$ cat config.mk
export PLATFORM = sky130hd
export DESIGN_NAME = sgc_seq
export DESIGN_NICKNAME = d
export VERILOG_FILES = /design/src/hdl/assert_macros.svh /design/src/hdl/sgc_pkg.sv /design/src/hdl/sgc_seq.sv
export SDC_FILE = /design/constraint.sdc
export NUM_CORES = 1
export LEC_CHECK = 0
export BUFFER_PORTS_ARGS = -buffer_cell sky130_fd_sc_hd__buf_2
export CORE_MARGIN = 8
export CORE_UTILIZATION = 26
export CTS_BUF_LIST = sky130_fd_sc_hd__clkbuf_8
export DETAILED_ROUTE_END_ITERATION = 8
export HOLD_SLACK_MARGIN = 0.06
export PLACE_DENSITY = 0.78
export SETUP_SLACK_MARGIN = 0.02
export SLEW_MARGIN = 10
export SYNTH_ARGS = -nofsm -noshare
export SYNTH_HDL_FRONTEND = slang
export SYNTH_SLANG_ARGS = --single-unit
$ cat constraint.sdc
create_clock -name clock -period 2.1 [get_ports clock]
set_clock_uncertainty 0.15 [all_clocks]
set_input_delay 0.21 -clock clock [delete_from_list [all_inputs] [get_ports clock]]
set_output_delay 0.21 -clock clock [all_outputs]
set_load 0.1 [all_outputs]
$ cat src/hdl/assert_macros.svh
// assertion macros used by the top-level rtl file
`ifndef ASSERT_MACROS_SVH
`define ASSERT_MACROS_SVH

// same-cycle implication, disabled during reset
`define ASSERT_IMPL(label, clk, rst, ante, cons) \
   label: assert property (@(posedge clk) disable iff (rst) (ante) |-> (cons)) \
      else $error("assertion failed: same-cycle implication");

// next-cycle implication, disabled during reset
`define ASSERT_NEXT(label, clk, rst, ante, cons) \
   label: assert property (@(posedge clk) disable iff (rst) (ante) |=> (cons)) \
      else $error("assertion failed: next-cycle implication");

`endif

$ cat src/hdl/sgc_pkg.sv
// types, constants and microcode rom of the stereo gain and crossfeed block
package sgc_pkg;

   localparam int CSR_DATA_W  = 16;
   localparam int CSR_INDEX_W = 3;
   localparam int COUNT_W     = 48;
   localparam int GAIN1_W     = 32;
   localparam int GPROD_W     = 48;
   localparam int GAIN_W      = 28;
   localparam int GAIN_SHIFT  = 20;
   localparam int SAMPLE_SHIFT = 22;
   localparam int Q16_SHIFT   = 16;
   localparam int DELAY_W     = 7;
   localparam int STEP_W      = 4;

   // register indexes
   localparam logic [CSR_INDEX_W-1:0] REG_PLAYING     = 3'd0;
   localparam logic [CSR_INDEX_W-1:0] REG_BIT_PERFECT = 3'd1;
   localparam logic [CSR_INDEX_W-1:0] REG_OUTPUT_GAIN = 3'd2;
   localparam logic [CSR_INDEX_W-1:0] REG_SW_VOLUME   = 3'd3;
   localparam logic [CSR_INDEX_W-1:0] REG_REPLAY_GAIN = 3'd4;
   localparam logic [CSR_INDEX_W-1:0] REG_XFEED_EN    = 3'd5;
   localparam logic [CSR_INDEX_W-1:0] REG_DELAY       = 3'd6;
   localparam logic [CSR_INDEX_W-1:0] REG_ALPHA       = 3'd7;

   localparam logic [15:0] UNITY_Q14 = 16'd16384;
   localparam logic [15:0] BLEED_Q16 = 16'd29491;
   localparam logic [15:0] ATTEN_Q16 = 16'd45875;
   localparam logic [15:0] RST_ALPHA = 16'd8173;
   localparam logic [DELAY_W-1:0] RST_DELAY = 7'd17;

   // multiply operations
   localparam logic [2:0] OP_NONE    = 3'd0;
   localparam logic [2:0] OP_GAIN1   = 3'd1;
   localparam logic [2:0] OP_GAIN2   = 3'd2;
   localparam logic [2:0] OP_SAMPLE  = 3'd3;
   localparam logic [2:0] OP_LOWPASS = 3'd4;
   localparam logic [2:0] OP_BLEED   = 3'd5;
   localparam logic [2:0] OP_ATTEN   = 3'd6;

   // product writebacks
   localparam logic [2:0] WB_NONE    = 3'd0;
   localparam logic [2:0] WB_GAIN1   = 3'd1;
   localparam logic [2:0] WB_GAIN2   = 3'd2;
   localparam logic [2:0] WB_SAMPLE  = 3'd3;
   localparam logic [2:0] WB_LOWPASS = 3'd4;
   localparam logic [2:0] WB_BLEED   = 3'd5;
   localparam logic [2:0] WB_ATTEN   = 3'd6;

   // jump conditions
   localparam logic [1:0] JC_NONE = 2'd0;
   localparam logic [1:0] JC_MUTE = 2'd1;
   localparam logic [1:0] JC_DRY  = 2'd2;

   // finishing kinds
   localparam logic [1:0] FIN_NONE   = 2'd0;
   localparam logic [1:0] FIN_SAMPLE = 2'd1;
   localparam logic [1:0] FIN_MUTE   = 2'd2;

   localparam logic [STEP_W-1:0] STEP_DRY_END  = 4'd12;
   localparam logic [STEP_W-1:0] STEP_MUTE_END = 4'd13;

   typedef struct packed {
      logic               playing;
      logic               bit_perfect;
      logic [15:0]        output_gain;
      logic [15:0]        software_volume;
      logic [15:0]        replay_gain;
      logic               crossfeed_enable;
      logic [DELAY_W-1:0] delay_frames;
      logic [15:0]        lowpass_alpha;
   } cfg_type;

   localparam cfg_type CFG_RESET = '{
      playing: 1'b0, bit_perfect: 1'b0,
      output_gain: UNITY_Q14, software_volume: UNITY_Q14, replay_gain: UNITY_Q14,
      crossfeed_enable: 1'b0, delay_frames: RST_DELAY, lowpass_alpha: RST_ALPHA};

   typedef struct packed {
      logic [2:0]        op;
      logic [2:0]        wb;
      logic              mem_rd;
      logic              mem_wr;
      logic [1:0]        jc;
      logic [STEP_W-1:0] target;
      logic [1:0]        fin;
   } ucode_type;

   localparam ucode_type UCODE_NOP = '{
      op: OP_NONE, wb: WB_NONE, mem_rd: 1'b0, mem_wr: 1'b0,
      jc: JC_NONE, target: 4'd0, fin: FIN_NONE};

   typedef struct packed {
      logic busy;
      logic finish;
   } seq_status_type;

   // one control word per step; a product lands in the step after its multiply
   function automatic ucode_type ucode_word(input logic [STEP_W-1:0] step);
      ucode_type w;
      w = UCODE_NOP;
      case (step)
         4'd0: begin
            w.op = OP_GAIN1;
            w.mem_rd = 1'b1;
            w.jc = JC_MUTE;
            w.target = STEP_MUTE_END;
         end
         4'd1: w.wb = WB_GAIN1;
         4'd2: w.op = OP_GAIN2;
         4'd3: w.wb = WB_GAIN2;
         4'd4: w.op = OP_SAMPLE;
         4'd5: begin
            w.wb = WB_SAMPLE;
            w.jc = JC_DRY;
            w.target = STEP_DRY_END;
         end
         4'd6: begin
            w.op = OP_LOWPASS;
            w.mem_wr = 1'b1;
         end
         4'd7: w.wb = WB_LOWPASS;
         4'd8: w.op = OP_BLEED;
         4'd9: w.wb = WB_BLEED;
         4'd10: w.op = OP_ATTEN;
         4'd11: w.wb = WB_ATTEN;
         4'd12: w.fin = FIN_SAMPLE;
         4'd13: w.fin = FIN_MUTE;
         default: w = UCODE_NOP;
      endcase
      return w;
   endfunction

endpackage

$ cat src/hdl/sgc_seq.sv
// microcode sequencer: step counter, rom lookup and conditional jumps
module sgc_seq import sgc_pkg::*; (
   input  logic           clock,
   input  logic           reset,
   input  logic           start,
   input  logic           out_free,
   input  cfg_type        cfg,
   output ucode_type      ctrl,
   output seq_status_type status
);

   logic [STEP_W-1:0] step_ff, step_in;
   logic              busy_ff, busy_in;
   logic              jump;
   logic              at_end;

   always_comb begin
      ctrl = busy_ff ? ucode_word(step_ff) : UCODE_NOP;
      case (ctrl.jc)
         JC_MUTE: jump = !cfg.playing;
         JC_DRY:  jump = !cfg.crossfeed_enable;
         default: jump = 1'b0;
      endcase
      at_end = (ctrl.fin != FIN_NONE);
      status.busy = busy_ff;
      status.finish = busy_ff && at_end && out_free;
   end

   always_comb begin
      step_in = step_ff;
      busy_in = busy_ff;
      if (start) begin
         step_in = '0;
         busy_in = 1'b1;
      end else if (busy_ff) begin
         if (at_end) begin
            // hold on the last step until the result register is free
            if (out_free) busy_in = 1'b0;
         end else begin
            step_in = jump ? ctrl.target : step_ff + 1'b1;
         end
      end
   end

   always_ff @(posedge clock) begin
      if (reset) begin
         step_ff <= '0;
         busy_ff <= 1'b0;
      end else begin
         step_ff <= step_in;
         busy_ff <= busy_in;
      end
   end

endmodule

==> flow_metrics.tcl, run 1 <==
set metrics [dict create \
    numCtsBuffers 3 \
    synth_common_cells "nand2_1, nor2_1, ha_1, inv_1, a21oi_1" \
    multi_input_area_um2 549 \
    outcome "complete, no violations" \
    synth_area_leaders "dfxtp_1, ha_1, nand2_1" \
    cp_max_fo 6 \
    die-height_um 64.1 \
    tns_ns 0 \
    core-area_mm2 0.00219 \
    synth.top_cell.area_share_pct 16.6 \
    grt_pass1_wl_um 3130 \
    cts_sinks 5 \
    slowest_delay_ns 0.36 \
    layout.cells.non_filler 147 \
    hold-path-cell-count 3 \
    ys_async_sr_fraction_pct 0 \
    yosysMostFrequentCell "nand2_1" \
    ys_types 28 \
    crit_chain "inv_4 > ha_4 > and4bb_4 > nand2_4 > ha_1 > a21o_4 > buf_4 > a21oi_1 > o22ai_1" \
    rsz0062_at_grt "true" \
    dr.pass1.iters 4 \
    clock_path_buffers 2 \
    crit_arrival_ns 1.98 \
    cp_slowest_cell "dfxtp_4" \
    synth_edf_count 0 \
    netlist.top_cell.by_area "dfxtp_1" \
    routed_via_density 4.82 \
    crit_type "reg -> reg" \
    synthToLayoutAreaGrowth_pct 83.2 \
    ant_nets 0 \
    clock.fmax_mhz 493 \
    stdcell_area_mm2 0.00110 \
    syn_inst 90 \
    layout_min_cycle_time_ns 2.03 \
    syn-mean-instance-area_um2 6.69 \
    nets 205 \
    grt_antenna_before_repair 0 \
    ys_ff_latch 5 \
    grt-busiest-layer "met2" \
    drc_errors 0 \
    hold_viol 0 \
    regArea_um2 105 \
    initial_core_util_pct 27.5 \
    grt_max_degree 12 \
    place_inst 137 \
    syn_nets 175 \
    drt_wl_total_um 1830 \
    finalCritPeriodShare_pct 96.5 \
    grt_usage_pct 9.33 \
    tritoncts "done" \
    fin_total_pwr_uw 495 \
    grt_pass1_vias 737 \
    clk_pin_slew_worst_paths_ns 0.03 \
    hold_class "in -> reg" \
    endpoint_kind "register" \
    dp_hpwl_um 1540 \
    cp-start-kind "register" \
    vias 709 \
    io_buffers 22 \
    reg2reg_depth 9 \
    syn-cell-area_um2 602 \
    antenna_cells 0 \
    drv_slew 0 \
    drt_iter0_markers 8 \
    row_count 17 \
    drive_gt1_share_pct 48.7 \
    die-width_um 64.1 \
    p_per_area_mw_per_mm2 449 \
    use_met2_pct 16.2 \
    grtUsageMet1_pct 9.49 \
    dieArea_mm2 0.00411 \
    place_congestion 0.830 \
    grt.overflow.total 0 \
    power_leakage_uw 0.000472 \
    worstPathRequired_ns 2.05 \
    max-cap-violations 0 \
    ioPinCount 96 \
    use_met3_pct 3.48 \
    max-vdd-ir-drop_uv 336 \
    synth_ff_type "dfxtp_1" \
    wl_per_cell_um 12.4 \
    place_area_um2 996 \
    setup_viol 0 \
    yosysWarningCount 0 \
    htree_levels 1 \
    clock_latency_ns 0.22 \
    cts_root_buffer "clkbuf_8" \
    fillers 211 \
    synth-seq-area-share_pct 16.6 \
]
[stage by stage]
step / setup slack (ns) / hold slack (ns) / util, %
4_1_cts: 0.0235 / 0.0867 / 48.5
5_1_grt: -0.0409 / 0.103 / 50.3
6_report: 0.0733 / 0.0908 / 50.3
3_5_place_dp: 0.0237 / 0.251 / 45.5
2_1_floorplan: -0.595 / 0.129 / -
3_3_place_gp: 0.0797 / 0.243 / 45.5
[path summary, 6_finish.rpt]
| kind | start | slack, ns | to |
|---|---|---|---|
| worst max-delay path | step_ff[0] | 0.07 | step_ff[3] |
| worst min-delay path | start | 0.09 | busy_ff |
| worst max register to register | step_ff[0] | 0.07 | step_ff[3] |
| worst min register to register | step_ff[0] | 0.39 | step_ff[0] |
[flip-flops by register name, summed over array words and instances, names as in the netlist]
signal,cells
step_ff,4
busy_ff,1
[placed cells by master, fill, tap and decap left out, types with 3 or more instances in the layout]
cell type / synthesis / final
buf_2: 2 / 12
nand2_1: 13 / 10
buf_4: 4 / 10
buf_12: 0 / 9
nor2_1: 9 / 7
nand2b_1: 5 / 5
a21oi_1: 6 / 5
o22ai_1: 4 / 4
inv_1: 7 / 4
nand3_1: 4 / 4
ha_1: 7 / 4
nand2_4: 0 / 3
o21ai_0: 3 / 3
ha_4: 0 / 3
dfxtp_1: 5 / 3
clkbuf_8: 0 / 3
[timing repair]
item                       in CTS  in global routing
pin swaps                       1                  3
hold buffers                    1                  0
resized for setup               1                  4
hold endpoints to repair        1                  0
setup buffers                   1                  4
cloned                          0                  0
setup endpoints to repair       2                  6
[routing by layer]
layer	routed length (um)	up-vias
met5	0	-
met4	38	0
met3	143	5
met2	876	27
met1	769	325
li1	-	352
[layout make-up]
type / instances / area share, %
clock buffers: 3 / 3.75
clock inverters: 1 / 0.341
inverters: 7 / 3.18
multi-input cells: 70 / 49.8
flip-flops and latches: 5 / 9.53
well taps: 28 / 3.18
repair buffers: 33 / 30.2
[critical path: cells and delay by family, from the launching register on]
family                     cells  cell delay (ns)
adders and majority gates      2             0.43
AOI/OAI and AO/OA              3             0.42
DFF                            1             0.36
and+or+nand+nor                2             0.32
buffers and inverters          2             0.22
[report_power, final]
part           switching, uW  total [uW]  internal (uW)
combinational            146         223           76.6
clock                   44.7         170            125
sequential              4.85         103           97.7
total                    196         495            299
[cells by family after synthesis]
family / Yosys count / share of synthesized area (%)
buffers and inverters: 15 / 12.3
DFF: 5 / 16.6
other: 1 / 0.623
muxes: 2 / 3.33
and+or+nand+nor: 41 / 34.1
adders and majority gates: 7 / 14.6
AOI/OAI and AO/OA: 19 / 18.5
Power figures use the tool's default switching activity.
==> inputs of run 2 (changes only) <==
--- a/config.mk
+++ b/config.mk
@@ -12,8 +12,6 @@
 export DETAILED_ROUTE_END_ITERATION = 8
 export HOLD_SLACK_MARGIN = 0.06
 export PLACE_DENSITY = 0.78
-export SETUP_SLACK_MARGIN = 0.02
-export SLEW_MARGIN = 10
 export SYNTH_ARGS = -nofsm -noshare
 export SYNTH_HDL_FRONTEND = slang
 export SYNTH_SLANG_ARGS = --single-unit
==> constraint.sdc (replaced) <==
create_clock -name clock -period 2.1 [get_ports clock]
set_clock_uncertainty 0.15 [all_clocks]
set_input_delay 0.105 -clock clock [delete_from_list [all_inputs] [get_ports clock]]
set_output_delay 0.105 -clock clock [all_outputs]
set_load 0.1 [all_outputs]
==> run 2 against run 1 <==
Clock-buffer cell count stayed put. Fmax is 0.53% higher. Highest routed layer unchanged. Critical path depth is 1 lower. Worst setup slack better by 0.011 ns. Global-route usage is 0.93 points lower. Die area stayed put. Critical endpoint is now step_ff[0]. Wire length is 11% lower.
==> flow_metrics.tcl, run 2 (same netlist as run 1, synthesis figures left out) <==
set metrics [dict create \
    outcome "complete, no violations" \
    max-cap-violations 0 \
    clock.fmax_mhz 496 \
    place_congestion 0.803 \
    clock_path_buffers 2 \
    use_met2_pct 13.7 \
    grt_pass1_vias 664 \
    hold-path-cell-count 5 \
    setup_viol 0 \
    layout_min_cycle_time_ns 2.02 \
    swShare_pct 39.8 \
    reg_top3 "step_ff (4), busy_ff (1)" \
    r2r-start "step_ff[0]" \
    pwr-share-comb_pct 43.9 \
    use_met3_pct 3.48 \
    min_from "cfg[73]" \
    grt_max_degree 12 \
    min_to "step_ff[0]" \
    p_int_uw 293 \
    nets 201 \
    layout.cells.non_filler 143 \
    drt_wl_total_um 1620 \
    pwr-share-seq_pct 21.1 \
    numCtsBuffers 3 \
    vias 678 \
    finalCritPeriodShare_pct 96.0 \
    layout.cells.most_common "buf_2" \
    power_leakage_uw 0.000439 \
    reg2reg_depth 8 \
    regMostFlops "step_ff" \
    stdcell_area_um2 992 \
    cp_max_fo 7 \
    drv_slew 0 \
    drt_iter0_markers 20 \
    regArea_um2 105 \
    power_switching_uw 194 \
    postCtsSetupBuffers 0 \
    die-width_um 64.1 \
    max-vdd-ir-drop_uv 380 \
    grt.overflow.total 0 \
    largest_register_ffs 4 \
    ioPinCount 96 \
    r2r_end "step_ff[0]" \
    hold_viol 0 \
    cp-start-kind "register" \
    ant_nets 0 \
    antenna_cells 0 \
    rsz0062_at_grt "false" \
    dp_hpwl_um 1400 \
    multi_input_area_um2 534 \
    hold_class "in -> reg" \
    place_area_um2 916 \
    p_per_area_mw_per_mm2 490 \
    drc_errors 0 \
    grt_usage_pct 8.40 \
    worstPathRequired_ns 2.09 \
    dr.pass1.iters 3 \
    crit_type "reg -> reg" \
    r2r_setup_slack_ns 0.08 \
    cts_root_buffer "clkbuf_8" \
    initial_core_util_pct 27.5 \
    htree_levels 1 \
    row_count 17 \
    synthToLayoutAreaGrowth_pct 64.9 \
    clock_latency_ns 0.22 \
    wl_per_cell_um 11.4 \
    place_inst 137 \
    cts_sinks 5 \
    clk_pin_slew_worst_paths_ns 0.03 \
    drive_gt1_share_pct 46.1 \
    grt-busiest-layer "met2" \
    final_cell_mix "buf_2, nand2_1, nor2_1" \
    tritoncts "done" \
    dieArea_mm2 0.00411 \
    grtUsageMet1_pct 9.06 \
    crit_arrival_ns 2.00 \
    grt_antenna_before_repair 0 \
    fillers 208 \
    io_buffers 22 \
    routed_via_density 4.74 \
    p_clk_share_pct 35.0 \
    grt_pass1_wl_um 2900 \
    core-area_mm2 0.00219 \
    endpoint_kind "register" \
    die-height_um 64.1 \
]
-- run 2: layout make-up --
class	instances	share of cell area (%)
multi-input combinational	70	53.8
timing repair buffer	29	24.5
sequential	5	10.6
clock buffer	3	4.16
tap	28	3.53
inverter	7	3.03
clock inverter	1	0.378
-- run 2: what timing repair did --
action,CTS,global route
gates resized for setup,0,2
endpoints found under the hold margin,3,0
setup endpoints to repair,0,5
hold buffers,2,0
-- run 2: power groups by stage --
stage	Clock (uW)	Sequential, uW	Combinational [uW]
2_1_floorplan	0	103	162
3_3_place_gp	0	104	208
3_5_place_dp	0	104	210
4_1_cts	178	103	213
5_1_grt	189	103	223
6_report	170	103	214
-- run 2: per-stage QoR --
step	hold WS [ns]	setup slack, ns	power [uW]	util (%)	setup TNS, ns
6_report	0.289	0.0839	486	45.3	0
5_1_grt	0.326	0.00150	516	45.3	0
4_1_cts	0.265	0.0439	494	44.8	0
3_5_place_dp	0.142	0.0528	315	41.8	0
3_3_place_gp	0.137	0.0810	311	41.8	0
2_1_floorplan	0.0241	-0.596	265	-	-2.79
-- run 2: critical path, stage by stage, from the launching register on --
cell	delay, ns
dfxtp_4	0.36
inv_2	0.08
ha_2	0.18
and4bb_4	0.27
nand2_4	0.07
ha_1	0.29
a21o_4	0.21
or2_0	0.20
a31oi_1	0.13
-- run 2: per-layer routing --
| metal | share of wire, % | routed length [um] | vias up |
|---|---|---|---|
| li1 | - | - | 345 |
| met1 | 46 | 745 | 305 |
| met2 | 43 | 703 | 23 |
| met3 | 7.9 | 128 | 5 |
| met4 | 2.8 | 46 | 0 |
| met5 | 0 | 0 | - |
-- run 2: how the worst max path moves through the flow --
stage / startpoint / to / slack [ns] / depth (start not counted)
finish: step_ff[0] / step_ff[0] / 0.08 / 8
global route: step_ff[1] / step_ff[0] / 0.002 / 10
CTS: step_ff[0] / step_ff[0] / 0.04 / 8
detailed placement: step_ff[0] / step_ff[0] / 0.05 / 8
global placement: step_ff[0] / step_ff[0] / 0.08 / 8
floorplan: step_ff[1] / step_ff[0] / -0.60 / 9
